`config.mk`:
```
export PLATFORM = sky130hd
export DESIGN_NAME = fit_policy_block_allocator
export DESIGN_NICKNAME = d
export VERILOG_FILES = /design/src/fpba_pkg.sv /design/src/fit_policy_block_allocator.sv /design/src/fpba_cell.sv
export SDC_FILE = /design/constraint.sdc
export NUM_CORES = 2
export LEC_CHECK = 0
export BUFFER_PORTS_ARGS = -buffer_cell sky130_fd_sc_hd__buf_2
export CAP_MARGIN = 20
export CORE_MARGIN = 4
export CORE_UTILIZATION = 45
export DETAILED_ROUTE_END_ITERATION = 16
export HOLD_SLACK_MARGIN = 0.1
export PLACE_DENSITY_LB_ADDON = 0.25
export RECOVER_POWER = 25
export REMOVE_ABC_BUFFERS = 1
export SYNTH_ARGS = -nofsm -noshare
export SYNTH_HDL_FRONTEND = slang
export SYNTH_HIERARCHICAL = 1
export SYNTH_SLANG_ARGS = --single-unit
```
`constraint.sdc`:
```
create_clock -name clk -period 4.3 [get_ports clk]
set_clock_uncertainty 0.1 [all_clocks]
set_input_delay 0.86 -clock clk [delete_from_list [all_inputs] [get_ports clk]]
set_output_delay 0.86 -clock clk [all_outputs]
set_load 0.005 [all_outputs]
```
`src/fpba_pkg.sv`:
```
// ----------------------------------------------------------------------------
// fpba_pkg
// Types, codes and default sizes shared by the fit-policy block allocator.
// ----------------------------------------------------------------------------
package fpba_pkg;

  // Default sizing of the free-size table
  localparam int MAX_BLOCKS_DEF = 16;
  localparam int SIZE_WIDTH_DEF = 24;

  // Fixed field widths of the words on the ports
  localparam int AMOUNT_W   = 24;
  localparam int BLK_W      = 4;
  localparam int POLICY_W   = 2;
  localparam int COUNT_W    = 5;
  localparam int CFG_IDX_W  = 1;
  localparam int CFG_DATA_W = 5;
  localparam int CELL_CNT_W = 9;

  // Reset value of block_count
  localparam logic [COUNT_W-1:0] BLOCK_COUNT_RST = COUNT_W'(16);

  // Fit policy codes (the unused code behaves as first fit)
  localparam logic [POLICY_W-1:0] FIT_FIRST = 2'd0;
  localparam logic [POLICY_W-1:0] FIT_BEST  = 2'd1;
  localparam logic [POLICY_W-1:0] FIT_WORST = 2'd2;

  // Configuration register indexes
  localparam logic [CFG_IDX_W-1:0] CFG_FIT_POLICY  = 1'b0;
  localparam logic [CFG_IDX_W-1:0] CFG_BLOCK_COUNT = 1'b1;

  // Input word modes
  localparam logic MODE_LOAD    = 1'b0;
  localparam logic MODE_REQUEST = 1'b1;

  typedef struct packed {
    logic                mode;
    logic [BLK_W-1:0]    block_index;
    logic [AMOUNT_W-1:0] amount;
    logic                last_request;
  } in_word_t;

  typedef struct packed {
    logic                granted;
    logic [BLK_W-1:0]    chosen_block;
    logic [AMOUNT_W-1:0] remaining;
    logic                last_result;
  } out_word_t;

  // Control part of the search token that walks the cell chain
  typedef struct packed {
    logic valid;
    logic found;
  } tok_ctl_t;

endpackage

```
`src/fit_policy_block_allocator.sv`:
```
// ----------------------------------------------------------------------------
// fit_policy_block_allocator
// First, best and worst fit allocator over a chain of free-size cells.
// ----------------------------------------------------------------------------
// A load word writes one block's free size; it gives no result. A request
// word launches a search token into a chain of MAX_BLOCKS cells, one cell per
// cycle, each cell offering its entry under the selected fit policy; the
// token leaving the last cell writes the reduced size back on a grant and
// forms the result. A request keeps in_ready low from its launch register
// through the walk down the chain to the write-back. Two finished results
// can be held against a stalled output; while both are held, in_ready stays
// low. Table entries come up undefined and must be loaded before a request
// scans them; the user must write configuration only while the block is
// idle, and the block itself does not enforce this.
// ----------------------------------------------------------------------------
module fit_policy_block_allocator import fpba_pkg::*; #(
  parameter int MAX_BLOCKS = MAX_BLOCKS_DEF,
  parameter int SIZE_WIDTH = SIZE_WIDTH_DEF
) (
  input  logic                  clk,
  input  logic                  rst_n,
  // input channel
  input  logic                  in_valid,
  output logic                  in_ready,
  input  in_word_t              in_data,
  // result channel
  output logic                  out_valid,
  input  logic                  out_ready,
  output out_word_t             out_data,
  // configuration port
  input  logic                  cfg_we,
  input  logic [CFG_IDX_W-1:0]  cfg_index,
  input  logic [CFG_DATA_W-1:0] cfg_data
);

  localparam int IDX_W = (MAX_BLOCKS > 1) ? $clog2(MAX_BLOCKS) : 1;
  localparam logic [CELL_CNT_W-1:0] DEPTH = CELL_CNT_W'(MAX_BLOCKS);

  // configuration registers
  logic [POLICY_W-1:0] fit_policy_r;
  logic [COUNT_W-1:0]  block_count_r;

  // request bookkeeping
  logic                busy_r, busy_nxt;
  logic                start_r, start_nxt;
  logic [SIZE_WIDTH-1:0] req_amount_r;
  logic                req_last_r;

  // result buffering
  logic                out_valid_r, out_valid_nxt;
  out_word_t           out_word_r, out_word_nxt;
  logic                pend_valid_r, pend_valid_nxt;
  out_word_t           pend_word_r, pend_word_nxt;

  // cell chain
  tok_ctl_t              tok_ctl  [0:MAX_BLOCKS];
  logic [SIZE_WIDTH-1:0] tok_size [0:MAX_BLOCKS];
  logic [IDX_W-1:0]      tok_idx  [0:MAX_BLOCKS];

  logic                  wr_en;
  logic [IDX_W-1:0]      wr_idx;
  logic [SIZE_WIDTH-1:0] wr_data;

  logic                  in_fire;
  logic                  req_fire;
  logic                  load_fire;
  logic                  load_ok;
  logic                  done;
  logic [SIZE_WIDTH-1:0] rem_size;
  out_word_t             res_word;
  logic                  out_free;

  // Accept words only between requests and while a result slot is free
  assign in_ready  = !busy_r && !pend_valid_r;
  assign in_fire   = in_valid && in_ready;
  assign req_fire  = in_fire && (in_data.mode == MODE_REQUEST);
  assign load_fire = in_fire && (in_data.mode == MODE_LOAD);
  assign load_ok   = (CELL_CNT_W'(in_data.block_index) < DEPTH);

  // Write configuration registers
  always_ff @(posedge clk) begin
    if (!rst_n) begin
      fit_policy_r  <= FIT_FIRST;
      block_count_r <= BLOCK_COUNT_RST;
    end else if (cfg_we) begin
      case (cfg_index)
        CFG_FIT_POLICY:  fit_policy_r  <= POLICY_W'(cfg_data);
        CFG_BLOCK_COUNT: block_count_r <= COUNT_W'(cfg_data);
        default: ;
      endcase
    end
  end

  // Final token of the chain closes the request
  assign done     = tok_ctl[MAX_BLOCKS].valid;
  assign rem_size = tok_size[MAX_BLOCKS] - req_amount_r;

  always_comb begin
    res_word.granted      = tok_ctl[MAX_BLOCKS].found;
    res_word.chosen_block = tok_ctl[MAX_BLOCKS].found ? BLK_W'(tok_idx[MAX_BLOCKS]) : '0;
    res_word.remaining    = tok_ctl[MAX_BLOCKS].found ? AMOUNT_W'(rem_size) : '0;
    res_word.last_result  = req_last_r;
  end

  // Drive the shared entry write: a load, or the write-back of a grant
  always_comb begin
    if (done) begin
      wr_en   = tok_ctl[MAX_BLOCKS].found;
      wr_idx  = tok_idx[MAX_BLOCKS];
      wr_data = rem_size;
    end else begin
      wr_en   = load_fire && load_ok;
      wr_idx  = IDX_W'(in_data.block_index);
      wr_data = SIZE_WIDTH'(in_data.amount);
    end
  end

  // Track the request in flight
  always_comb begin
    busy_nxt  = busy_r;
    start_nxt = req_fire;
    if (req_fire) begin
      busy_nxt = 1'b1;
    end else if (done) begin
      busy_nxt = 1'b0;
    end
  end

  always_ff @(posedge clk) begin
    if (!rst_n) begin
      busy_r  <= 1'b0;
      start_r <= 1'b0;
    end else begin
      busy_r  <= busy_nxt;
      start_r <= start_nxt;
    end
  end

  // Hold the request amount and batch mark for the whole walk
  always_ff @(posedge clk) begin
    if (req_fire) begin
      req_amount_r <= SIZE_WIDTH'(in_data.amount);
      req_last_r   <= in_data.last_request;
    end
  end

  // Launch an empty token into the first cell
  assign tok_ctl[0].valid = start_r;
  assign tok_ctl[0].found = 1'b0;
  assign tok_size[0]      = '0;
  assign tok_idx[0]       = '0;

  for (genvar g = 0; g < MAX_BLOCKS; g++) begin : g_cell
    fpba_cell #(
      .CELL_INDEX (g),
      .IDX_W      (IDX_W),
      .SIZE_W     (SIZE_WIDTH)
    ) u_cell (
      .clk          (clk),
      .rst_n        (rst_n),
      .policy       (fit_policy_r),
      .block_count  (block_count_r),
      .req_amount   (req_amount_r),
      .wr_en        (wr_en),
      .wr_idx       (wr_idx),
      .wr_data      (wr_data),
      .tok_in_ctl   (tok_ctl[g]),
      .tok_in_size  (tok_size[g]),
      .tok_in_idx   (tok_idx[g]),
      .tok_out_ctl  (tok_ctl[g+1]),
      .tok_out_size (tok_size[g+1]),
      .tok_out_idx  (tok_idx[g+1])
    );
  end

  // Buffer results: output register plus one pending slot
  always_comb begin
    out_free       = !out_valid_r || out_ready;
    out_valid_nxt  = out_valid_r;
    out_word_nxt   = out_word_r;
    pend_valid_nxt = pend_valid_r;
    pend_word_nxt  = pend_word_r;
    if (out_free) begin
      if (pend_valid_r) begin
        out_valid_nxt = 1'b1;
        out_word_nxt  = pend_word_r;
        if (done) begin
          pend_word_nxt = res_word;
        end else begin
          pend_valid_nxt = 1'b0;
        end
      end else if (done) begin
        out_valid_nxt = 1'b1;
        out_word_nxt  = res_word;
      end else begin
        out_valid_nxt = 1'b0;
      end
    end else if (done) begin
      pend_valid_nxt = 1'b1;
      pend_word_nxt  = res_word;
    end
  end

  always_ff @(posedge clk) begin
    if (!rst_n) begin
      out_valid_r  <= 1'b0;
      pend_valid_r <= 1'b0;
    end else begin
      out_valid_r  <= out_valid_nxt;
      pend_valid_r <= pend_valid_nxt;
    end
  end

  always_ff @(posedge clk) begin
    out_word_r  <= out_word_nxt;
    pend_word_r <= pend_word_nxt;
  end

  assign out_valid = out_valid_r;
  assign out_data  = out_word_r;

endmodule

```
`src/fpba_cell.sv`:
```
// ----------------------------------------------------------------------------
// fpba_cell
// One table entry: holds a block's free size and updates the passing search
// token with its own candidacy before handing it to the next cell.
// ----------------------------------------------------------------------------
module fpba_cell import fpba_pkg::*; #(
  parameter int CELL_INDEX = 0,
  parameter int IDX_W      = 4,
  parameter int SIZE_W     = SIZE_WIDTH_DEF
) (
  input  logic                  clk,
  input  logic                  rst_n,
  // broadcast controls
  input  logic [POLICY_W-1:0]   policy,
  input  logic [COUNT_W-1:0]    block_count,
  input  logic [SIZE_W-1:0]     req_amount,
  // entry write (load or write-back)
  input  logic                  wr_en,
  input  logic [IDX_W-1:0]      wr_idx,
  input  logic [SIZE_W-1:0]     wr_data,
  // token from the previous cell
  input  tok_ctl_t              tok_in_ctl,
  input  logic [SIZE_W-1:0]     tok_in_size,
  input  logic [IDX_W-1:0]      tok_in_idx,
  // token to the next cell
  output tok_ctl_t              tok_out_ctl,
  output logic [SIZE_W-1:0]     tok_out_size,
  output logic [IDX_W-1:0]      tok_out_idx
);

  localparam logic [IDX_W-1:0]      MY_IDX = IDX_W'(CELL_INDEX);
  localparam logic [CELL_CNT_W-1:0] MY_POS = CELL_CNT_W'(CELL_INDEX);

  logic [SIZE_W-1:0] free_r;
  tok_ctl_t          ctl_r, ctl_nxt;
  logic [SIZE_W-1:0] size_r, size_nxt;
  logic [IDX_W-1:0]  idx_r, idx_nxt;
  logic              active;
  logic              fits;
  logic              take;

  // Hold the entry; write on load or write-back
  always_ff @(posedge clk) begin
    if (wr_en && (wr_idx == MY_IDX)) begin
      free_r <= wr_data;
    end
  end

  // Decide whether this entry beats the token's current pick
  always_comb begin
    active = (CELL_CNT_W'(block_count) > MY_POS);
    fits   = active && (free_r >= req_amount);
    take   = 1'b0;
    if (fits) begin
      if (!tok_in_ctl.found) begin
        take = 1'b1;
      end else begin
        case (policy)
          FIT_BEST:  take = (free_r < tok_in_size);
          FIT_WORST: take = (free_r > tok_in_size);
          default:   take = 1'b0;
        endcase
      end
    end
    ctl_nxt.valid = tok_in_ctl.valid;
    if (take) begin
      ctl_nxt.found = 1'b1;
      size_nxt      = free_r;
      idx_nxt       = MY_IDX;
    end else begin
      ctl_nxt.found = tok_in_ctl.found;
      size_nxt      = tok_in_size;
      idx_nxt       = tok_in_idx;
    end
  end

  // Advance the token one cell per cycle
  always_ff @(posedge clk) begin
    if (!rst_n) begin
      ctl_r <= '0;
    end else begin
      ctl_r <= ctl_nxt;
    end
  end

  always_ff @(posedge clk) begin
    size_r <= size_nxt;
    idx_r  <= idx_nxt;
  end

  assign tok_out_ctl  = ctl_r;
  assign tok_out_size = size_r;
  assign tok_out_idx  = idx_r;

endmodule

```
==> impl_metrics.toml <==
[timing]
fmax_mhz = 253.8
finalHoldViolations = 0
tightest_slew_ps = 1925
setup_violations = 0
fin_crit_ps = 3940
slew_headroom_pct = -28.33
fin_setup_tns_ps = 0
hold_slack_ps = 259.0
final-max-slew-violation-count = 126
post-route-period-util_pct = 91.63
rsz0062_at_grt = "no"

[synthesis]
async_flop_share_pct = 0
yosysMostFrequentCell = "inv_1"
yosysUniqueCellTypes = 83
netlist_top_cells_count = "860 x inv_1, 823 x ha_1, 491 x dfxtp_1"
yosys.area.top_type = "edfxtp_1"
syn-mean-instance-area_um2 = 11.37
synth_edf_count = 469
yosys_warnings = 6
synth-seq-area-share_pct = 44.69
netlist_area_um2 = 53510
synth_top_cells_by_area = "edfxtp_1 26%, ha_1 19%, dfxtp_1 18%, mux2_4 6.3%, inv_1 6.0%"
yosysTopAreaCellShare_pct = 26.32
synthFlopType = "dfxtp_1"
synth_seq_cells = 960
syn_inst = 4708

[floorplan]
dieArea_um2 = 124500
design.core.area_um2 = 118100
io_pins = 73
die_x_um = 352.8
die_y_um = 352.8
rows = 126
start_util_pct = 45.32

[power]
peakVddDrop_v = 0.0003321
seqPwrFrac_pct = 44.6
leakagePower_nw = 27.44
pwr-share-clk_pct = 36.7
combPwrFrac_pct = 18.7
power_density_nw_per_um2 = 418.3
power.switching_mw = 6.874
p_int_mw = 18.17
swShare_pct = 27.44

[status]
violations = "max-capacitance violations, max-slew violations"
status = "finished, violations left"

[clocking]
cts_tree = "built"
clk_pin_slew_ps = 60
clk_latency_ps = 690
post-cts-setup-buffer-count = 0
cts_buffer_depth = 3
post_cts_resize_count = 0
cts.sinks = 960
root_buffer = "clkbuf_16"
cts_buffers = 103
h-tree-depth = 3
ctsHoldBuffers = 0

[cells_and_area]
area_delta_synth_final_pct = 11.91
final_layout_size_suffix_gt1_share_pct = 16.00
layout.nets = 5836
final_core_util_pct = 50.71

[setup_path]
critPathKind = "flop to flop"
rrSetupSlack_ps = 360
cp-start-kind = "flop"
required_ps = 4770
max_stage_delay_ps = 780
path_cells = "buf_4 > inv_1 > ha_1 > nand4_1 > nor3_1 > a211oi_1 > buf_4 > a311oi_4 > buf_4 > mux2_2"
cp_max_fo = 20
cp_slowest_cell = "edfxtp_1"
cp-end-kind = "flop"
critical_path_arrival_ps = 4410
cpMostUsedCell = "buf_4"

[placement]
port-buffer-count = 72
place.gp.congestion = 0.8652
hpwl_um = 104400

[detailed_routing]
drt_iter0_markers = 2704
detail-route-antenna-nets = 0
firstDrtPassIters = 7
viasPerCell = 5.407
totalWireLength_um = 145100
wl_per_cell_um = 21.99
drcViolationCount = 0
vias = 35678

[flow_run]
maxCapViolCount = 5

[worst_hold_path]
min_path_type = "input port to flop"

[grt]
track_usage_pct = 22.85
antenna_found_initial = 12
grt_max_degree = 30
grt_pass1_vias = 35486
grt_pass1_wl_um = 217300
globalRouteOverflowTotal = 0
-- layout by cell type, fill, tap and decap left out, drive strengths merged, types with 113 or more instances in the layout --
cell type,count
inv,863
ha,823
dfxtp,491
edfxtp,469
mux2,421
a21oi,324
clkbuf,198
nand4,154
nand2,137
o21ai,130
nor2,123
buf,113
-- flip-flops by register name (all words and copies together), names as in the netlist --
register                    flops
block_count_r                   5
busy_r                          1
fit_policy_r                    2
g_cell.u_cell/free_r          384
g_cell.u_cell/tok_out_ctl      32
g_cell.u_cell/tok_out_idx      64
g_cell.u_cell/tok_out_size    384
out_data                       30
out_valid                       1
pend_valid_r                    1
pend_word_r                    30
req_amount_r                   24
req_last_r                      1
start_r                         1
-- layer usage --
layer	global-route usage (%)	part of all wire [%]
met1	29.97	43
met2	38.82	47
met3	3.936	6.4
met4	6.494	3.1
met5	0	0
-- worst paths after layout --
check,start,to,depth (start not counted)
hold / removal,in_data[0],req_last_r,1
hold reg to reg,g_cell[0].u_cell/tok_out_idx[0],g_cell[1].u_cell/tok_out_idx[0],1
setup reg to reg,req_amount_r[21],g_cell[13].u_cell/tok_out_size[23],10
setup / recovery,req_amount_r[21],g_cell[13].u_cell/tok_out_size[23],10
-- logic make-up (layout without fill, tap and decap cells) --
logic type | count (synthesis) | after routing | synth area share, %
other | 1 | 56 | 0.007008
muxes | 424 | 424 | 10.50
xor gates and xnor gates | 20 | 20 | 0.3274
DFF | 960 | 960 | 44.69
buffers and inverters | 918 | 1218 | 7.085
adders and majority gates | 824 | 824 | 19.28
and+or+nand+nor | 729 | 729 | 7.578
AOI/OAI and AO/OA | 832 | 832 | 10.53
-- metrics by stage --
| stage | instance area [um2] | instances | setup WS [ps] | power (mW) |
|---|---|---|---|---|
| global placement | 56440 | 6402 | 501.8 | 15.88 |
| finish | 59880 | 6599 | 359.9 | 25.05 |
| floorplan | 53150 | 4703 | -266.0 | 14.47 |
| detailed placement | 56440 | 6402 | 514.9 | 15.98 |
| global route | 59880 | 6597 | 202.4 | 26.22 |
| CTS | 59980 | 6597 | 448.6 | 25.26 |
-- power groups by stage --
stage / logic (mW) / clock network [mW] / registers (mW)
2_1_floorplan: 3.46 / 0 / 11.0
3_3_place_gp: 4.51 / 0 / 11.4
3_5_place_dp: 4.63 / 0 / 11.4
4_1_cts: 4.68 / 9.42 / 11.2
5_1_grt: 5.20 / 9.79 / 11.2
6_report: 4.68 / 9.20 / 11.2
-- area by class of cell --
type                       count  area (um2)
antenna                        2       5.005
clock buffer                 148        3085
clock inverter                47       449.2
fill                       10324       58200
inverter                     860        3228
multi-input combinational   2883       26120
sequential                   960       23920
tap                         1536        1922
timing repair buffer         163        1160
-- worst max-delay path: cells and delay by family (launching register included) --
kind | cells | cell delay (ps)
AOI/OAI and AO/OA | 2 | 650
adders and majority gates | 1 | 300
buffers and inverters | 4 | 970
DFF | 1 | 780
muxes | 1 | 390
and+or+nand+nor | 2 | 600
No activity file was read; power rests on OpenSTA's default activity.
